[src/hdl/lsrf_pkg.sv]
// Shared types, constants and glyph helpers for the LCD segment reading formatter.
package lsrf_pkg;

    localparam int IMAGE_W   = 64;
    localparam int READING_W = 18;
    localparam int X10_W     = 14;
    localparam int DIGIT_W   = 4;
    localparam int PAT_W     = 7;

    typedef enum logic [2:0] {
        CMD_CLEAR  = 3'd0,
        CMD_ALL_ON = 3'd1,
        CMD_TEMP   = 3'd2,
        CMD_HUMI   = 3'd3,
        CMD_ICON   = 3'd4,
        CMD_BATT   = 3'd5,
        CMD_SIGNAL = 3'd6,
        CMD_NONE   = 3'd7
    } cmd_t;

    // How the three temperature digits are laid out
    typedef enum logic [1:0] {
        FORM_POS_FRAC = 2'd0,   // " d.d" or "dd.d"
        FORM_POS_INT  = 2'd1,   // "ddd"
        FORM_NEG_FRAC = 2'd2,   // "-d.d"
        FORM_NEG_INT  = 2'd3    // "-dd"
    } form_t;

    typedef struct packed {
        form_t              form;
        logic               humi_full;
        logic [X10_W-1:0]   value;
    } scale_t;

    typedef struct packed {
        logic [DIGIT_W-1:0] thousands;
        logic [DIGIT_W-1:0] hundreds;
        logic [DIGIT_W-1:0] tens;
        logic [DIGIT_W-1:0] units;
    } digits_t;

    localparam logic [PAT_W-1:0] PAT_BLANK = 7'h00;
    localparam logic [PAT_W-1:0] PAT_MINUS = 7'h40;

    localparam logic [READING_W-1:0] HUMI_CLAMP = 18'd10000;
    localparam logic [X10_W-1:0]     HUMI_FULL  = 14'd9950;
    localparam logic [X10_W-1:0]     ROUND_HALF = 14'd5;

    localparam logic [X10_W-1:0] NEG_FRAC_LIMIT = 14'd100;
    localparam logic [X10_W-1:0] NEG_CLAMP_X10  = 14'd994;
    localparam logic [X10_W-1:0] POS_INT_LIMIT  = 14'd1000;
    localparam logic [X10_W-1:0] POS_CLAMP_X10  = 14'd9999;

    // Reciprocals for divide-by-constant; exact over the ranges used
    localparam logic [17:0] RECIP10_Q21   = 18'd209716;
    localparam logic [13:0] RECIP10_Q17   = 14'd13108;
    localparam logic [13:0] RECIP100_Q20  = 14'd10486;
    localparam logic [14:0] RECIP1000_Q24 = 15'd16778;

    localparam logic [3:0] ICON_MIN     = 4'd1;
    localparam logic [3:0] ICON_MAX     = 4'd9;
    localparam logic [3:0] BATT_FIRST   = 4'd6;
    localparam logic [3:0] SIGNAL_FIRST = 4'd2;

    localparam logic [5:0] CELSIUS_BIT = 6'd28;
    localparam logic [5:0] PERCENT_BIT = 6'd52;

    function automatic logic [PAT_W-1:0] seg_glyph(input logic [DIGIT_W-1:0] d);
        logic [PAT_W-1:0] g;
        case (d)
            4'd0:    g = 7'h3F;
            4'd1:    g = 7'h06;
            4'd2:    g = 7'h5B;
            4'd3:    g = 7'h4F;
            4'd4:    g = 7'h66;
            4'd5:    g = 7'h6D;
            4'd6:    g = 7'h7D;
            4'd7:    g = 7'h07;
            4'd8:    g = 7'h7F;
            4'd9:    g = 7'h6F;
            default: g = PAT_BLANK;
        endcase
        return g;
    endfunction

    // Pattern bits 0..6 are A..G; byte is D,E,G,F,DP,C,B,A from bit 0 up
    function automatic logic [7:0] digit_byte(input logic [PAT_W-1:0] pat, input logic dp);
        return {pat[0], pat[1], pat[2], dp, pat[5], pat[6], pat[4], pat[3]};
    endfunction

    function automatic logic [5:0] icon_bit(input logic [3:0] num);
        logic [5:0] b;
        case (num)
            4'd1:    b = 6'd36;
            4'd2:    b = 6'd63;
            4'd3:    b = 6'd62;
            4'd4:    b = 6'd61;
            4'd5:    b = 6'd60;
            4'd6:    b = 6'd56;
            4'd7:    b = 6'd59;
            4'd8:    b = 6'd58;
            4'd9:    b = 6'd57;
            default: b = 6'd0;
        endcase
        return b;
    endfunction

endpackage

[src/hdl/lsrf_scale.sv]
// Rounds a reading to tenths and picks the temperature layout and the value to split.
module lsrf_scale
    import lsrf_pkg::*;
(
    input  cmd_t                         cmd,
    input  logic signed [READING_W-1:0]  reading,
    output scale_t                       scale
);

    logic [READING_W-1:0]   reading_u;
    logic [READING_W-1:0]   mag;
    logic [X10_W-1:0]       humi;
    logic [READING_W-1:0]   dividend;
    logic [2*READING_W-1:0] prod;
    logic [X10_W-1:0]       x10;

    assign reading_u = reading;
    assign mag       = reading_u[READING_W-1] ? (~reading_u + 18'd1) : reading_u;

    always_comb
    begin
        if (reading_u[READING_W-1])
        begin
            humi = '0;
        end
        else if (reading_u > HUMI_CLAMP)
        begin
            humi = HUMI_CLAMP[X10_W-1:0];
        end
        else
        begin
            humi = reading_u[X10_W-1:0];
        end
    end

    // One shared divide by ten for both kinds of reading
    assign dividend = (cmd == CMD_HUMI) ? (READING_W'(humi) + READING_W'(ROUND_HALF))
                                        : (mag + READING_W'(ROUND_HALF));
    assign prod     = (2*READING_W)'(dividend) * (2*READING_W)'(RECIP10_Q21);
    assign x10      = prod[X10_W+20:21];

    always_comb
    begin
        scale.humi_full = (humi >= HUMI_FULL);
        if (reading_u[READING_W-1] && (x10 != '0))
        begin
            if (x10 < NEG_FRAC_LIMIT)
            begin
                scale.form  = FORM_NEG_FRAC;
                scale.value = x10;
            end
            else
            begin
                // Round tenths to whole degrees again; split of value+5 gives n/10, n%10
                scale.form  = FORM_NEG_INT;
                scale.value = ((x10 > NEG_CLAMP_X10) ? NEG_CLAMP_X10 : x10) + ROUND_HALF;
            end
        end
        else if (x10 >= POS_INT_LIMIT)
        begin
            scale.form  = FORM_POS_INT;
            scale.value = (x10 > POS_CLAMP_X10) ? POS_CLAMP_X10 : x10;
        end
        else
        begin
            scale.form  = FORM_POS_FRAC;
            scale.value = x10;
        end
    end

endmodule

[src/hdl/lsrf_digit_split.sv]
// Splits a value below ten thousand into four decimal digits.
module lsrf_digit_split
    import lsrf_pkg::*;
(
    input  logic [X10_W-1:0] value,
    output digits_t          digits
);

    logic [28:0]      prod_k;
    logic [27:0]      prod_h;
    logic [27:0]      prod_t;
    logic [3:0]       quo_k;
    logic [6:0]       quo_h;
    logic [9:0]       quo_t;
    logic [6:0]       rem_h;
    logic [9:0]       rem_t;
    logic [X10_W-1:0] rem_u;

    // Three parallel quotients; thousands is the top quotient, each lower digit a difference of neighbors
    assign prod_k = 29'(value) * 29'(RECIP1000_Q24);
    assign prod_h = 28'(value) * 28'(RECIP100_Q20);
    assign prod_t = 28'(value) * 28'(RECIP10_Q17);

    assign quo_k = prod_k[27:24];
    assign quo_h = prod_h[26:20];
    assign quo_t = prod_t[26:17];

    assign rem_h = quo_h - 7'(quo_k) * 7'd10;
    assign rem_t = quo_t - 10'(quo_h) * 10'd10;
    assign rem_u = value - X10_W'(quo_t) * 14'd10;

    assign digits.thousands = quo_k;
    assign digits.hundreds  = rem_h[DIGIT_W-1:0];
    assign digits.tens      = rem_t[DIGIT_W-1:0];
    assign digits.units     = rem_u[DIGIT_W-1:0];

endmodule

[src/hdl/lcd_segment_reading_formatter.sv]
// Top level: three-register pipeline that applies display commands to a 64-bit LCD image.
//
//   channel   | handshake                  | payload
//   ----------+----------------------------+------------------------------------------
//   command   | valid / stall              | cmd, reading, icon_number, icon_on, bar_level
//   image     | image_valid / image_stall  | segment_image
//
// One word per cycle sustained while the image port does not stall; a command reaches the
// image port through the input register, scale register and image register.
// The image register is the display state: clear and all-on overwrite it, others rewrite their own bits.
// Reset clears the image and empties every stage.
// A stall on the image port backs up stage by stage; the command port stalls only when
// the input register is full and cannot move on.
module lcd_segment_reading_formatter
    import lsrf_pkg::*;
(
    input  logic                        clk,
    input  logic                        rst_n,
    input  logic                        valid,
    output logic                        stall,
    input  logic [2:0]                  cmd,
    input  logic signed [READING_W-1:0] reading,
    input  logic [3:0]                  icon_number,
    input  logic                        icon_on,
    input  logic [2:0]                  bar_level,
    output logic                        image_valid,
    input  logic                        image_stall,
    output logic [IMAGE_W-1:0]          segment_image
);

    logic                        s1_valid_reg;
    logic                        s1_valid_next;
    cmd_t                        s1_cmd_reg;
    logic signed [READING_W-1:0] s1_reading_reg;
    logic [3:0]                  s1_icon_number_reg;
    logic                        s1_icon_on_reg;
    logic [2:0]                  s1_bar_level_reg;

    logic                        s2_valid_reg;
    logic                        s2_valid_next;
    cmd_t                        s2_cmd_reg;
    scale_t                      s2_scale_reg;
    logic [3:0]                  s2_icon_number_reg;
    logic                        s2_icon_on_reg;
    logic [2:0]                  s2_bar_level_reg;

    logic                        image_valid_reg;
    logic                        image_valid_next;
    logic [IMAGE_W-1:0]          display_image_reg;
    logic [IMAGE_W-1:0]          display_image_next;

    logic                        s1_ready;
    logic                        s2_ready;
    logic                        s3_ready;
    logic                        s3_load;

    scale_t                      scale;
    digits_t                     digits;

    logic [PAT_W-1:0]            t_pat0;
    logic [PAT_W-1:0]            t_pat1;
    logic [PAT_W-1:0]            t_pat2;
    logic                        t_dp;
    logic [7:0]                  h_byte4;
    logic [7:0]                  h_byte5;
    logic [7:0]                  h_byte6;

    // ---------------- flow control ----------------
    assign s3_ready = !image_valid_reg || !image_stall;
    assign s2_ready = !s2_valid_reg || s3_ready;
    assign s1_ready = !s1_valid_reg || s2_ready;
    assign s3_load  = s2_valid_reg && s3_ready;
    assign stall    = !s1_ready;

    assign s1_valid_next    = s1_ready ? valid : s1_valid_reg;
    assign s2_valid_next    = s2_ready ? s1_valid_reg : s2_valid_reg;
    assign image_valid_next = s3_ready ? s2_valid_reg : image_valid_reg;

    always_ff @(posedge clk or negedge rst_n)
    begin
        if (!rst_n)
        begin
            s1_valid_reg      <= 1'b0;
            s2_valid_reg      <= 1'b0;
            image_valid_reg   <= 1'b0;
            display_image_reg <= '0;
        end
        else
        begin
            s1_valid_reg    <= s1_valid_next;
            s2_valid_reg    <= s2_valid_next;
            image_valid_reg <= image_valid_next;
            if (s3_load)
            begin
                display_image_reg <= display_image_next;
            end
        end
    end

    // ---------------- stage 1: input register ----------------
    always_ff @(posedge clk)
    begin
        if (s1_ready)
        begin
            s1_cmd_reg         <= cmd_t'(cmd);
            s1_reading_reg     <= reading;
            s1_icon_number_reg <= icon_number;
            s1_icon_on_reg     <= icon_on;
            s1_bar_level_reg   <= bar_level;
        end
    end

    lsrf_scale u_scale (
        .cmd     (s1_cmd_reg),
        .reading (s1_reading_reg),
        .scale   (scale)
    );

    // ---------------- stage 2: rounded value ----------------
    always_ff @(posedge clk)
    begin
        if (s2_ready)
        begin
            s2_cmd_reg         <= s1_cmd_reg;
            s2_scale_reg       <= scale;
            s2_icon_number_reg <= s1_icon_number_reg;
            s2_icon_on_reg     <= s1_icon_on_reg;
            s2_bar_level_reg   <= s1_bar_level_reg;
        end
    end

    lsrf_digit_split u_digit_split (
        .value  (s2_scale_reg.value),
        .digits (digits)
    );

    always_comb
    begin
        case (s2_scale_reg.form)
            FORM_POS_INT:
            begin
                t_pat0 = seg_glyph(digits.thousands);
                t_pat1 = seg_glyph(digits.hundreds);
                t_pat2 = seg_glyph(digits.tens);
                t_dp   = 1'b0;
            end
            FORM_NEG_FRAC:
            begin
                t_pat0 = PAT_MINUS;
                t_pat1 = seg_glyph(digits.tens);
                t_pat2 = seg_glyph(digits.units);
                t_dp   = 1'b1;
            end
            FORM_NEG_INT:
            begin
                t_pat0 = PAT_MINUS;
                t_pat1 = seg_glyph(digits.hundreds);
                t_pat2 = seg_glyph(digits.tens);
                t_dp   = 1'b0;
            end
            default:
            begin
                // blank the leading digit below ten degrees
                t_pat0 = (digits.hundreds != '0) ? seg_glyph(digits.hundreds) : PAT_BLANK;
                t_pat1 = seg_glyph(digits.tens);
                t_pat2 = seg_glyph(digits.units);
                t_dp   = 1'b1;
            end
        endcase
    end

    // The DP slot of digit 6 is the percent icon, so it is always lit here
    always_comb
    begin
        if (s2_scale_reg.humi_full)
        begin
            h_byte4 = digit_byte(seg_glyph(4'd1), 1'b0);
            h_byte5 = digit_byte(seg_glyph(4'd0), 1'b0);
            h_byte6 = digit_byte(seg_glyph(4'd0), 1'b1);
        end
        else
        begin
            h_byte4 = digit_byte(seg_glyph(digits.hundreds), 1'b0);
            h_byte5 = digit_byte(seg_glyph(digits.tens), 1'b1);
            h_byte6 = digit_byte(seg_glyph(digits.units), 1'b1);
        end
    end

    // ---------------- stage 3: image update ----------------
    always_comb
    begin
        display_image_next = display_image_reg;
        case (s2_cmd_reg)
            CMD_CLEAR:
            begin
                display_image_next = '0;
            end
            CMD_ALL_ON:
            begin
                display_image_next = '1;
            end
            CMD_TEMP:
            begin
                // digit 3 is blank; its DP slot is the Celsius icon
                display_image_next[31:0] = {digit_byte(PAT_BLANK, 1'b1),
                                            digit_byte(t_pat2, 1'b0),
                                            digit_byte(t_pat1, t_dp),
                                            digit_byte(t_pat0, 1'b0)};
            end
            CMD_HUMI:
            begin
                display_image_next[55:32] = {h_byte6, h_byte5, h_byte4};
            end
            CMD_ICON:
            begin
                if ((s2_icon_number_reg >= ICON_MIN) && (s2_icon_number_reg <= ICON_MAX))
                begin
                    display_image_next[icon_bit(s2_icon_number_reg)] = s2_icon_on_reg;
                end
            end
            CMD_BATT:
            begin
                for (int k = 0; k < 4; k++)
                begin
                    display_image_next[icon_bit(BATT_FIRST + 4'(k))] =
                        (s2_bar_level_reg > 3'(k));
                end
            end
            CMD_SIGNAL:
            begin
                for (int k = 0; k < 4; k++)
                begin
                    display_image_next[icon_bit(SIGNAL_FIRST + 4'(k))] =
                        (s2_bar_level_reg > 3'(k));
                end
            end
            default:
            begin
                display_image_next = display_image_reg;
            end
        endcase
    end

    assign image_valid   = image_valid_reg;
    assign segment_image = display_image_reg;

    // ---------------- assertions ----------------
    a_stall_only_when_full: assert property (@(posedge clk) disable iff (!rst_n)
        stall |-> (s1_valid_reg && s2_valid_reg && image_valid_reg))
        else $error("command port stalled with a free stage");

    a_digits_decimal: assert property (@(posedge clk) disable iff (!rst_n)
        s2_valid_reg |-> ((digits.thousands <= 4'd9) && (digits.hundreds <= 4'd9) &&
                          (digits.tens <= 4'd9) && (digits.units <= 4'd9)))
        else $error("digit split produced a non-decimal digit");

    a_celsius_lit: assert property (@(posedge clk) disable iff (!rst_n)
        (s3_load && (s2_cmd_reg == CMD_TEMP)) |=> display_image_reg[CELSIUS_BIT])
        else $error("temperature word left the Celsius icon dark");

    a_percent_lit: assert property (@(posedge clk) disable iff (!rst_n)
        (s3_load && (s2_cmd_reg == CMD_HUMI)) |=> display_image_reg[PERCENT_BIT])
        else $error("humidity word left the percent icon dark");

endmodule
[config.mk]
export PLATFORM = sky130hd
export DESIGN_NAME = lcd_segment_reading_formatter
export DESIGN_NICKNAME = d
export VERILOG_FILES = /design/src/hdl/lsrf_pkg.sv /design/src/hdl/lsrf_scale.sv /design/src/hdl/lsrf_digit_split.sv /design/src/hdl/lcd_segment_reading_formatter.sv
export SDC_FILE = /design/constraint.sdc
export NUM_CORES = 1
export LEC_CHECK = 0
export BUFFER_PORTS_ARGS = -buffer_cell sky130_fd_sc_hd__buf_4
export CORE_ASPECT_RATIO = 1.5
export CORE_MARGIN = 10
export CORE_UTILIZATION = 50
export CTS_BUF_LIST = sky130_fd_sc_hd__clkbuf_8
export DETAILED_ROUTE_END_ITERATION = 6
export PLACE_DENSITY = 0.67
export SLEW_MARGIN = 40
export SYNTH_ARGS = -nofsm -noshare
export SYNTH_HDL_FRONTEND = slang
export SYNTH_SLANG_ARGS = --single-unit
[constraint.sdc]
create_clock -name clk -period 11.07 [get_ports clk]
set_input_delay 2.7675 -clock clk [delete_from_list [all_inputs] [get_ports clk]]
set_output_delay 2.7675 -clock clk [all_outputs]
set_load 0.01 [all_outputs]
Yosys cells after proc, flatten, opt, wreduce, memory -nomap -nowiden
Memories as Yosys holds them, arrays and structs flattened. A register that Yosys moved wholly into a read port is not among the register bits.
Cells that the tools add are included.
{"block": "word_totals", "reg_bits": 124, "latchBits": 0, "ram_bits": 0, "romBits": 1552, "inputBits": 33, "output_inout_bits": 66, "wordCells": 181, "n_memories": 14}
{"block": "op_classes", "add_sub_neg": 7, "n_mul": 7, "div_mod_pow": 0, "order_cmp": 30, "n_eq_ne": 11, "shift": 0, "muxes": 62, "bitwise": 1, "reduce_logical": 31}
{"name": "(no name shown)", "words": 16, "width": 7, "rd": 1, "rd_clocked_by_memory_dff": 0, "wr": 0, "line_no": "lsrf_pkg.sv:70", "text": "case (d)"}
{"name": "(no name shown)", "words": 16, "width": 7, "rd": 1, "rd_clocked_by_memory_dff": 0, "wr": 0, "line_no": "lsrf_pkg.sv:70"}
{"name": "(no name shown)", "words": 16, "width": 7, "rd": 1, "rd_clocked_by_memory_dff": 0, "wr": 0, "line_no": "lsrf_pkg.sv:70"}
{"name": "(no name shown)", "words": 16, "width": 7, "rd": 1, "rd_clocked_by_memory_dff": 0, "wr": 0, "line_no": "lsrf_pkg.sv:70"}
{"name": "(no name shown)", "words": 16, "width": 7, "rd": 1, "rd_clocked_by_memory_dff": 0, "wr": 0, "line_no": "lsrf_pkg.sv:70"}
{"name": "(no name shown)", "words": 16, "width": 7, "rd": 1, "rd_clocked_by_memory_dff": 0, "wr": 0, "line_no": "lsrf_pkg.sv:70"}
{"name": "+8 memories"}
{"op": "$bwmux W64", "n": 9}
{"op": "$pmux W32 S6", "n": 1}
{"op": "$pmux W24 S6", "n": 1}
{"op": "$mux W14", "n": 7}
{"op": "$mux W64", "n": 1}
{"op": "$lt A6 B7 Y1 const B", "n": 9}
{"op": "$mux W6", "n": 10}
{"op": "$demux W1 S6", "n": 9}
{"op": "$ge A6 B1 Y1 const B", "n": 9}
{"op": "$pmux W7 S3", "n": 2}
{"op": "$pmux W8 S5", "n": 1}
{"op": "$mux W18", "n": 2}
{"op": "$mul A18 B16 Y33 const B", "n": 1}
{"op": "$mul A14 B14 Y27 const B", "n": 1}
{"op": "$mul A14 B13 Y26 const B", "n": 1}
{"op": "$mul A14 B12 Y25 const B", "n": 1}
{"op": "$mux W8", "n": 3}
{"op": "$add A18 B1 Y18 const B", "n": 1}
{"op": "$add A18 B3 Y18 const B", "n": 1}
{"op": "$gt A18 B14 Y1 const B", "n": 1}
{"op": "$not A18 Y18", "n": 1}
{"op": "$add A14 B3 Y15 const B", "n": 1}
{"op": "$add A14 B3 Y14 const B", "n": 1}
{"op": "$ge A14 B10 Y1 const B", "n": 1}
{"op": "33 further kinds", "n": 74}

Logic depth before layout (Yosys ltp)
Gate-level depths: netlist (run 1).
{"block": "logic_depth", "word_depth": 11, "depth_mapped": 43, "depth_no_buf": 40}

By module
From an unflattened synthesis (run 1), not the netlist that was laid out.
{"block": "hier_totals", "cells_unflattened": 2456, "area_unflattened_um2": 22037.4}
{"module": "lsrf_scale", "instances": 1, "cells_per_inst": 959, "area_each_um2": 7619.8}
{"module": "lsrf_digit_split", "instances": 1, "cells_per_inst": 813, "area_each_um2": 7507.2}
{"module": "lcd_segment_reading_formatter", "instances": 1, "cells_per_inst": 684, "area_each_um2": 6910.4}

Least setup slack after synthesis (run 1)
OpenSTA, ideal clock, no wires.
{"block": "synth_timing", "kind": "reg-to-reg", "start": "register s1_reading_reg[0]", "end": "register s2_scale_reg[4] in the netlist's numbering (data pin)", "setup_ns": 0.259, "arrival_ns": 9.458, "slack_ns": 1.353, "stages_incl_launch_ff": 41, "period_less_slack_ns": 9.717, "path_cell_list": "edfxtp_1 > clkbuf_1 > inv_1 > ha_1 > or3b_2 > clkbuf_1 > nor4_1 > a31oi_1 > mux2_2 > or3_1 > or2_2 > nor2_1 > nand2_1 > nor3_1 > nor2_1 > nor2_1 > ha_1 > ha_1 > [... 5 more ...] > fa_1 > ha_1 > clkbuf_1 > a21oi_1 > o21ai_1 > a221oi_1 > nand3_1 > o21a_1 > nor4_4 > nand3_2 > nor2_1 > nand2_1 > nor2_1 > ha_1 > o21ai_0 > a21oi_1 > nor3_1 > o31a_1"}
{"element": "start, declared", "line_no": "lcd_segment_reading_formatter.sv:34", "text": "logic signed [READING_W-1:0] s1_reading_reg;"}
{"element": "start signal, assigned", "line_no": "lcd_segment_reading_formatter.sv:106", "text": "s1_reading_reg <= reading;"}
{"element": "end signal, assigned", "line_no": "lcd_segment_reading_formatter.sv:125", "text": "s2_scale_reg <= scale;"}
{"element": "end, declared", "line_no": "lcd_segment_reading_formatter.sv:42", "text": "scale_t s2_scale_reg;"}

==> results.json, run 1 <==
{
  "synthArstFlopShare": 0.5194,
  "routabilityCongestion": 0.9791,
  "final_area_um2": 23360,
  "grt_overflow_total": 0,
  "finalSetupViolCount": 0,
  "finalSetupTns_ps": 0,
  "finalHoldViolations": 0,
  "crit_arrival_ps": 10700,
  "outcome": "finished with violations",
  "wire_per_inst_um": 20.44,
  "pin_count": 99,
  "period_share": 0.9456,
  "initial_core_util": 0.5035,
  "place_hpwl_um": 51980,
  "clk_latency_ps": 480,
  "htreeDepth": 4,
  "hold_path_class": "reg -> reg",
  "fillers": 3970,
  "multi_input_area_um2": 16230,
  "cts_tree": "yes",
  "seq_area_um2": 3488,
  "largest_register_ffs": 64,
  "cts_root_buffer": "clkbuf_8",
  "drive_gt1_frac": 0.09054,
  "final_nets": 3075,
  "drt.antenna.violating_nets": 0,
  "core-area_um2": 42820,
  "cts.reportedPaths.clkPinSlew_ps": 90,
  "synth_ff_type": "dfrtp_1",
  "cts_buffers": 17,
  "slew_headroom": 0.4217,
  "rows": 93,
  "port-buffer-count": 98,
  "avgSynthCellArea_um2": 9.056,
  "slowest_delay_ps": 550,
  "layout_common_cells": "437 x inv_1, 374 x ha_1, 218 x fa_1, 159 x nand2_1, 152 x a21oi_1",
  "clk_path_buf_depth": 2,
  "finish.utilization": 0.5455,
  "die_w_um": 189.6,
  "die_h_um": 274.3,
  "drv_cap": 0,
  "drcViolationCount": 2,
  "grt_first_pass_wirelength_um": 98090,
  "drt-vias-per-instance": 5.786,
  "syn_area_um2": 21560,
  "maxSlewViolCount": 0,
  "syn_nets": 3006,
  "path_max_fanout": 7,
  "crit_type": "reg -> reg",
  "firstDrtPassIters": 7,
  "post-cts-setup-buffers": 0,
  "max_freq_ghz": 0.09553,
  "synth_edf_count": 57,
  "final_common_cell": "inv_1",
  "rsz0062_at_grt": "no",
  "dr.first_iter.drc_count": 949,
  "setup_slack_ps": 601.8,
  "fin_crit_ps": 10470,
  "antenna_found_initial": 0,
  "num_antenna_cells": 0,
  "grt_util_all_layers": 0.2397,
  "placedInstanceArea_um2": 22910,
  "grt_pass1_vias": 18301,
  "dieArea_um2": 52000,
  "critical_path_required_ps": 11300,
  "grt_max_degree": 68,
  "vias": 17548,
  "postSynthCellCount": 2381,
  "synth-seq-cells": 129,
  "crit_path_start_kind": "register",
  "violations": "design-rule violations",
  "crit_top_cell": "ha_1",
  "ys_types": 99,
  "critPathSlowestCell": "a2111oi_0",
  "tightest_slew_ps": 867.5,
  "synth_warnings": 0,
  "clock_sinks": 129,
  "finalWirelength_um": 61990,
  "yosysSeqAreaShare": 0.1618,
  "skew_ps": 21.95,
  "pre_cts_ws_ps": 442.8,
  "syn_to_final_growth_pct": 8.333,
  "end_kind": "register"
}
[synth_stat cells, types with 43 or more instances]
cell type	number	share of area
inv_1	437	0.076
ha_1	374	0.22
fa_1	218	0.20
nand2_1	159	0.028
a21oi_1	154	0.036
nor2_1	131	0.023
o21ai_0	100	0.023
dfrtp_1	67	0.078
edfxtp_1	57	0.079
clkbuf_1	56	0.0097
xnor2_1	50	0.020
nor3_1	46	0.011
nand3_1	43	0.010
[per-layer routing]
metal	up-vias	part of all wire	GRT usage
met5	-	0	0
met1	8576	0.35	0.2445
met4	0	0.063	0.1447
met3	198	0.033	0.02416
met2	539	0.55	0.4585
li1	8235	-	-
[logic make-up (layout without fill, tap and decap cells)]
family / count (synthesis) / count (layout) / synth area share
AO/OA/AOI/OAI: 489 / 489 / 0.1482
XOR/XNOR: 87 / 87 / 0.03725
adder cells (fa/ha/maj): 592 / 592 / 0.4194
buffers and inverters: 503 / 585 / 0.08896
flip-flops: 129 / 129 / 0.1618
multiplexers: 43 / 43 / 0.02164
AND/OR/NAND/NOR: 538 / 538 / 0.1227
[critical path: cells and delay by family, from the launching register on]
family / cells / cell delay, ps
flops: 1 / 450
xor+xnor: 1 / 170
mux: 1 / 330
fa+ha+maj: 9 / 3390
simple gates: 13 / 2860
buf+inv: 3 / 220
compound gates: 10 / 2800
[final cells by class]
type                       instances  area share
clock buffer                      20     0.01178
clock inverter                    12    0.006213
inverter                         439     0.07065
multi-input combinational       1749      0.6947
sequential                       129      0.1493
tap                              570     0.03053
timing repair buffer             114     0.03680
[worst paths after layout]
path	startpoint	endpoint	slack (ps)	cells past startpoint
worst max-delay path	s1_reading_reg[1]	s2_scale_reg[4]	600	37
worst min-delay path	s1_icon_on_reg	s2_icon_on_reg	420	0
worst max register to register	s1_reading_reg[1]	s2_scale_reg[4]	600	37
worst min register to register	s1_icon_on_reg	s2_icon_on_reg	420	0
max in group asynchronous	rst_n	segment_image[25]	8340	1
min in group asynchronous	rst_n	segment_image[19]	2290	1
[stage by stage]
stage               hold slack [ps]  instances
global route                  429.8       3033
CTS                           419.3       3033
finish                        415.8       3033
detailed placement            404.5       3001
floorplan                     400.3       2381
global placement              407.9       3001
[what timing repair did]
item,in CTS,in global routing
endpoints found under the setup margin,0,4
resized for setup,0,4
hold buffers,0,0
Power of run 1 is not shown: default switching activity piles up to over one toggle a cycle in this logic, so the estimate is an artifact.
==> run 2, diff against run 1 <==
GPL_TIMING_DRIVEN = 0   (was unset)
==> results.json, run 2 (synthesized netlist as in run 1, its figures left out) <==
{
  "die_h_um": 274.3,
  "rows": 93,
  "largest_register_ffs": 64,
  "grt_max_degree": 68,
  "slowest_delay_ps": 580,
  "period_share": 0.9531,
  "path_max_fanout": 10,
  "crit_type": "reg -> reg",
  "finalSetupTns_ps": 0,
  "cts_root_buffer": "clkbuf_8",
  "clk_path_buf_depth": 2,
  "clock_sinks": 129,
  "grt_first_pass_wirelength_um": 98500,
  "grt_util_all_layers": 0.2377,
  "multi_input_area_um2": 16350,
  "final_common_cell": "inv_1",
  "firstDrtPassIters": 5,
  "port-buffer-count": 98,
  "fillers": 3972,
  "cts.reportedPaths.clkPinSlew_ps": 90,
  "tightest_slew_ps": 885.2,
  "syn_to_final_growth_pct": 10.11,
  "pin_count": 99,
  "drcViolationCount": 0,
  "drt.antenna.violating_nets": 0,
  "vias": 17774,
  "dieArea_um2": 52000,
  "hold_path_class": "reg -> reg",
  "cts_tree": "yes",
  "maxSlewViolCount": 0,
  "crit_arrival_ps": 10830,
  "dr.first_iter.drc_count": 960,
  "max_freq_ghz": 0.09478,
  "clk_latency_ps": 450,
  "place_hpwl_um": 51700,
  "drt-vias-per-instance": 5.754,
  "antenna_found_initial": 0,
  "wl_met2_um": 33860,
  "seq_area_um2": 3488,
  "crit_path_start_kind": "register",
  "placedInstanceArea_um2": 23070,
  "holdBufCountCts": 0,
  "timing.hold.ws_ps": 409.3,
  "routabilityCongestion": 0.9733,
  "critPathSlowestCell": "or4_4",
  "wl_met1_um": 22220,
  "setup_slack_ps": 519.2,
  "final_area_um2": 23740,
  "fin_crit_ps": 10550,
  "drive_gt1_frac": 0.09686,
  "pre_cts_ws_ps": -533.2,
  "met3_length_um": 1831,
  "outcome": "finished clean",
  "grt_overflow_total": 0,
  "num_antenna_cells": 0,
  "finalSetupViolCount": 0,
  "rrSetupSlack_ps": 520,
  "critical_path_required_ps": 11350,
  "initial_core_util": 0.5035,
  "slew_headroom": 0.4053,
  "finalHoldViolations": 0,
  "htreeDepth": 4,
  "core-area_um2": 42820,
  "cts_buffers": 17,
  "skew_ps": 21.53,
  "end_kind": "register",
  "finalWirelength_um": 61700,
  "drv_cap": 0,
  "wire_per_inst_um": 19.97,
  "die_w_um": 189.6,
  "grt_pass1_vias": 18793,
  "routed.top_layer": "met4",
  "layout_common_cells": "438 x inv_1, 371 x ha_1, 218 x fa_1, 158 x nand2_1, 151 x a21oi_1",
  "final_nets": 3131
}
## run 2: path summary, 6_finish.rpt
check / from / endpoint / cells after the start
max reg2reg: s1_reading_reg[0] / s2_scale_reg[6] / 40
max in group asynchronous: rst_n / image_valid / 1
min reg2reg: s1_icon_on_reg / s2_icon_on_reg / 0
max: s1_reading_reg[0] / s2_scale_reg[6] / 40
min: s1_icon_on_reg / s2_icon_on_reg / 0
min in group asynchronous: rst_n / segment_image[54] / 1
## run 2: final cells by class
type	instances	area share
Buffer	60	0.01075
Clock buffer	18	0.01043
Clock inverter	14	0.008642
Inverter	439	0.06951
Multi-Input combinational cell	1749	0.6887
Sequential cell	129	0.1469
Tap cell	570	0.03004
Timing Repair Buffer	110	0.03499
## run 2: layer usage
layer | track usage | vias up
li1 | - | 8366
met1 | 0.2419 | 8749
met2 | 0.4584 | 467
met4 | 0.1348 | 0
met5 | 0 | -
met3 | 0.02492 | 192
## run 2: worst max-delay path: cells and delay by family, from the launching register on
family | cells | cell delay (ps)
buffers and inverters | 8 | 1010
multiplexers | 1 | 120
AO/OA/AOI/OAI | 6 | 1120
adder cells (fa/ha/maj) | 9 | 3600
flip-flops | 1 | 510
XOR/XNOR | 2 | 420
AND/OR/NAND/NOR | 14 | 3600
## run 2: what timing repair did
item | in CTS | in global routing
endpoints found under the setup margin | 5 | 11
buffers inserted | 0 | 8
resized for setup | 12 | 27
pin swaps | 0 | 8
gates cloned | 0 | 0
## run 2: metrics by stage
| step | util | instances |
|---|---|---|
| 2_1_floorplan | - | 2381 |
| 3_3_place_gp | 0.5374 | 3049 |
| 3_5_place_dp | 0.5387 | 3052 |
| 4_1_cts | 0.5503 | 3084 |
| 5_1_grt | 0.5545 | 3089 |
| 6_report | 0.5545 | 3089 |
Power of run 2 is left out for the same reason.
==> run 3, diff against run 2 <==
PLACE_DENSITY = 0.78   (was 0.67)
==> results.json, run 3 (synthesized netlist as in run 1, its figures left out) <==
{
  "crit_buf_inv": 6,
  "clock_sinks": 129,
  "tightest_slew_ps": 851.1,
  "finalSetupTns_ps": 0,
  "finalWirelength_um": 61700,
  "port-buffer-count": 98,
  "r2r-end": "s2_scale_reg[6]",
  "path_max_fanout": 10,
  "drcViolationCount": 1,
  "critPathSlowestCell": "a2111oi_0",
  "final_common_cell": "inv_1",
  "core-area_um2": 42820,
  "firstDrtPassIters": 7,
  "layout_common_cells": "437 x inv_1, 372 x ha_1, 218 x fa_1, 158 x nand2_1, 152 x a21oi_1",
  "skew_ps": 23.34,
  "holdPathEnd": "s2_icon_on_reg",
  "holdBufCountCts": 0,
  "die_w_um": 189.6,
  "drt-vias-per-instance": 5.839,
  "wl_met1_um": 21560,
  "wire_per_inst_um": 20.00,
  "wl_met2_um": 32410,
  "vias": 18014,
  "slowest_delay_ps": 650,
  "met3_length_um": 2820,
  "grt_util_all_layers": 0.2352,
  "finalSetupViolCount": 0,
  "max_freq_ghz": 0.09357,
  "htreeDepth": 4,
  "die_h_um": 274.3,
  "pin_count": 99,
  "dr.first_iter.drc_count": 1062,
  "rows": 93,
  "finalHoldViolations": 0,
  "crit_path_start_kind": "register",
  "layout.cells.non_filler": 3085,
  "drive_gt1_frac": 0.09304,
  "placedCellCount": 3052,
  "critPathTopFamily": "adder cells",
  "hold_depth": 0,
  "cts_root_buffer": "clkbuf_8",
  "min_from": "s1_icon_on_reg",
  "routabilityCongestion": 0.9931,
  "rrSetupSlack_ps": 380,
  "largest_register_ffs": 64,
  "dieArea_um2": 52000,
  "crit_arrival_ps": 10940,
  "drt.antenna.violating_nets": 0,
  "hold_path_class": "reg -> reg",
  "cts_tree": "yes",
  "clk_path_buf_depth": 2,
  "r2r_cells": 37,
  "drv_cap": 0,
  "final_nets": 3127,
  "reg2reg_from": "s1_reading_reg[0]",
  "fin_crit_ps": 10690,
  "maxSlewViolCount": 0,
  "seq_area_um2": 3488,
  "place_hpwl_um": 51070,
  "initial_core_util": 0.5035,
  "grt_overflow_total": 0,
  "crit_top_cell": "ha_1",
  "fillers": 3886,
  "outcome": "finished with violations",
  "routed.top_layer": "met4",
  "clk_latency_ps": 450,
  "end_kind": "register",
  "crit_type": "reg -> reg",
  "critical_path_required_ps": 11320,
  "multi_input_area_um2": 16300,
  "grt_max_degree": 68,
  "num_antenna_cells": 0,
  "grt_first_pass_wirelength_um": 98370,
  "cts_buffers": 17,
  "violations": "design-rule violations",
  "cts.reportedPaths.clkPinSlew_ps": 90,
  "slew_headroom": 0.4314,
  "period_share": 0.9654,
  "antenna_found_initial": 0,
  "timing.hold.ws_ps": 438.1,
  "syn_to_final_growth_pct": 9.615,
  "grt_pass1_vias": 19112
}
run 3: cell types whose count changed in the layout (fill, tap and decap cells not counted), sizes merged:
cell	delta
clkinv	-1
bufinv	-2
inv	+2
buf	-3
run 3: stage by stage:
stage	utilization	setup slack [ps]	cell area, µm²
3_3_place_gp	0.5374	-687.4	23010
2_1_floorplan	-	1353	21560
3_5_place_dp	0.5389	-486.3	23080
6_report	0.5520	383.2	23640
4_1_cts	0.5493	15.82	23520
5_1_grt	0.5520	-49.53	23640
run 3: layout make-up:
class / instances / area share
clock inverter: 13 / 0.006194
multi-input combinational: 1749 / 0.6895
buffer: 59 / 0.01064
clock buffer: 19 / 0.01106
timing repair buffer: 107 / 0.03499
inverter: 439 / 0.06983
tap: 570 / 0.03017
sequential: 129 / 0.1476
run 3: layer usage:
layer	up-vias	GRT usage
met2	663	0.4335
met3	264	0.02658
met1	8758	0.2398
met4	0	0.1742
li1	8329	-
met5	-	0
run 3: timing repair:
item | 4_1_cts | 5_1_grt
pin swaps | 0 | 6
buffers inserted | 0 | 6
gates resized for setup | 9 | 22
endpoints found under the setup margin | 4 | 11
run 3: worst max-delay path by stage:
stage                      start         endpoint  slack (ps)  depth (start not counted)
2_1_floorplan  s1_reading_reg[0]  s2_scale_reg[4]        1350                         40
3_3_place_gp   s1_reading_reg[0]  s2_scale_reg[4]        -690                         40
3_5_place_dp   s1_reading_reg[0]  s2_scale_reg[4]        -490                         38
4_1_cts        s1_reading_reg[0]  s2_scale_reg[6]          20                         38
5_1_grt        s1_reading_reg[0]  s2_scale_reg[6]         -50                         38
6_report       s1_reading_reg[0]  s2_scale_reg[6]         380                         37
Power of run 3 is left out for the same reason.
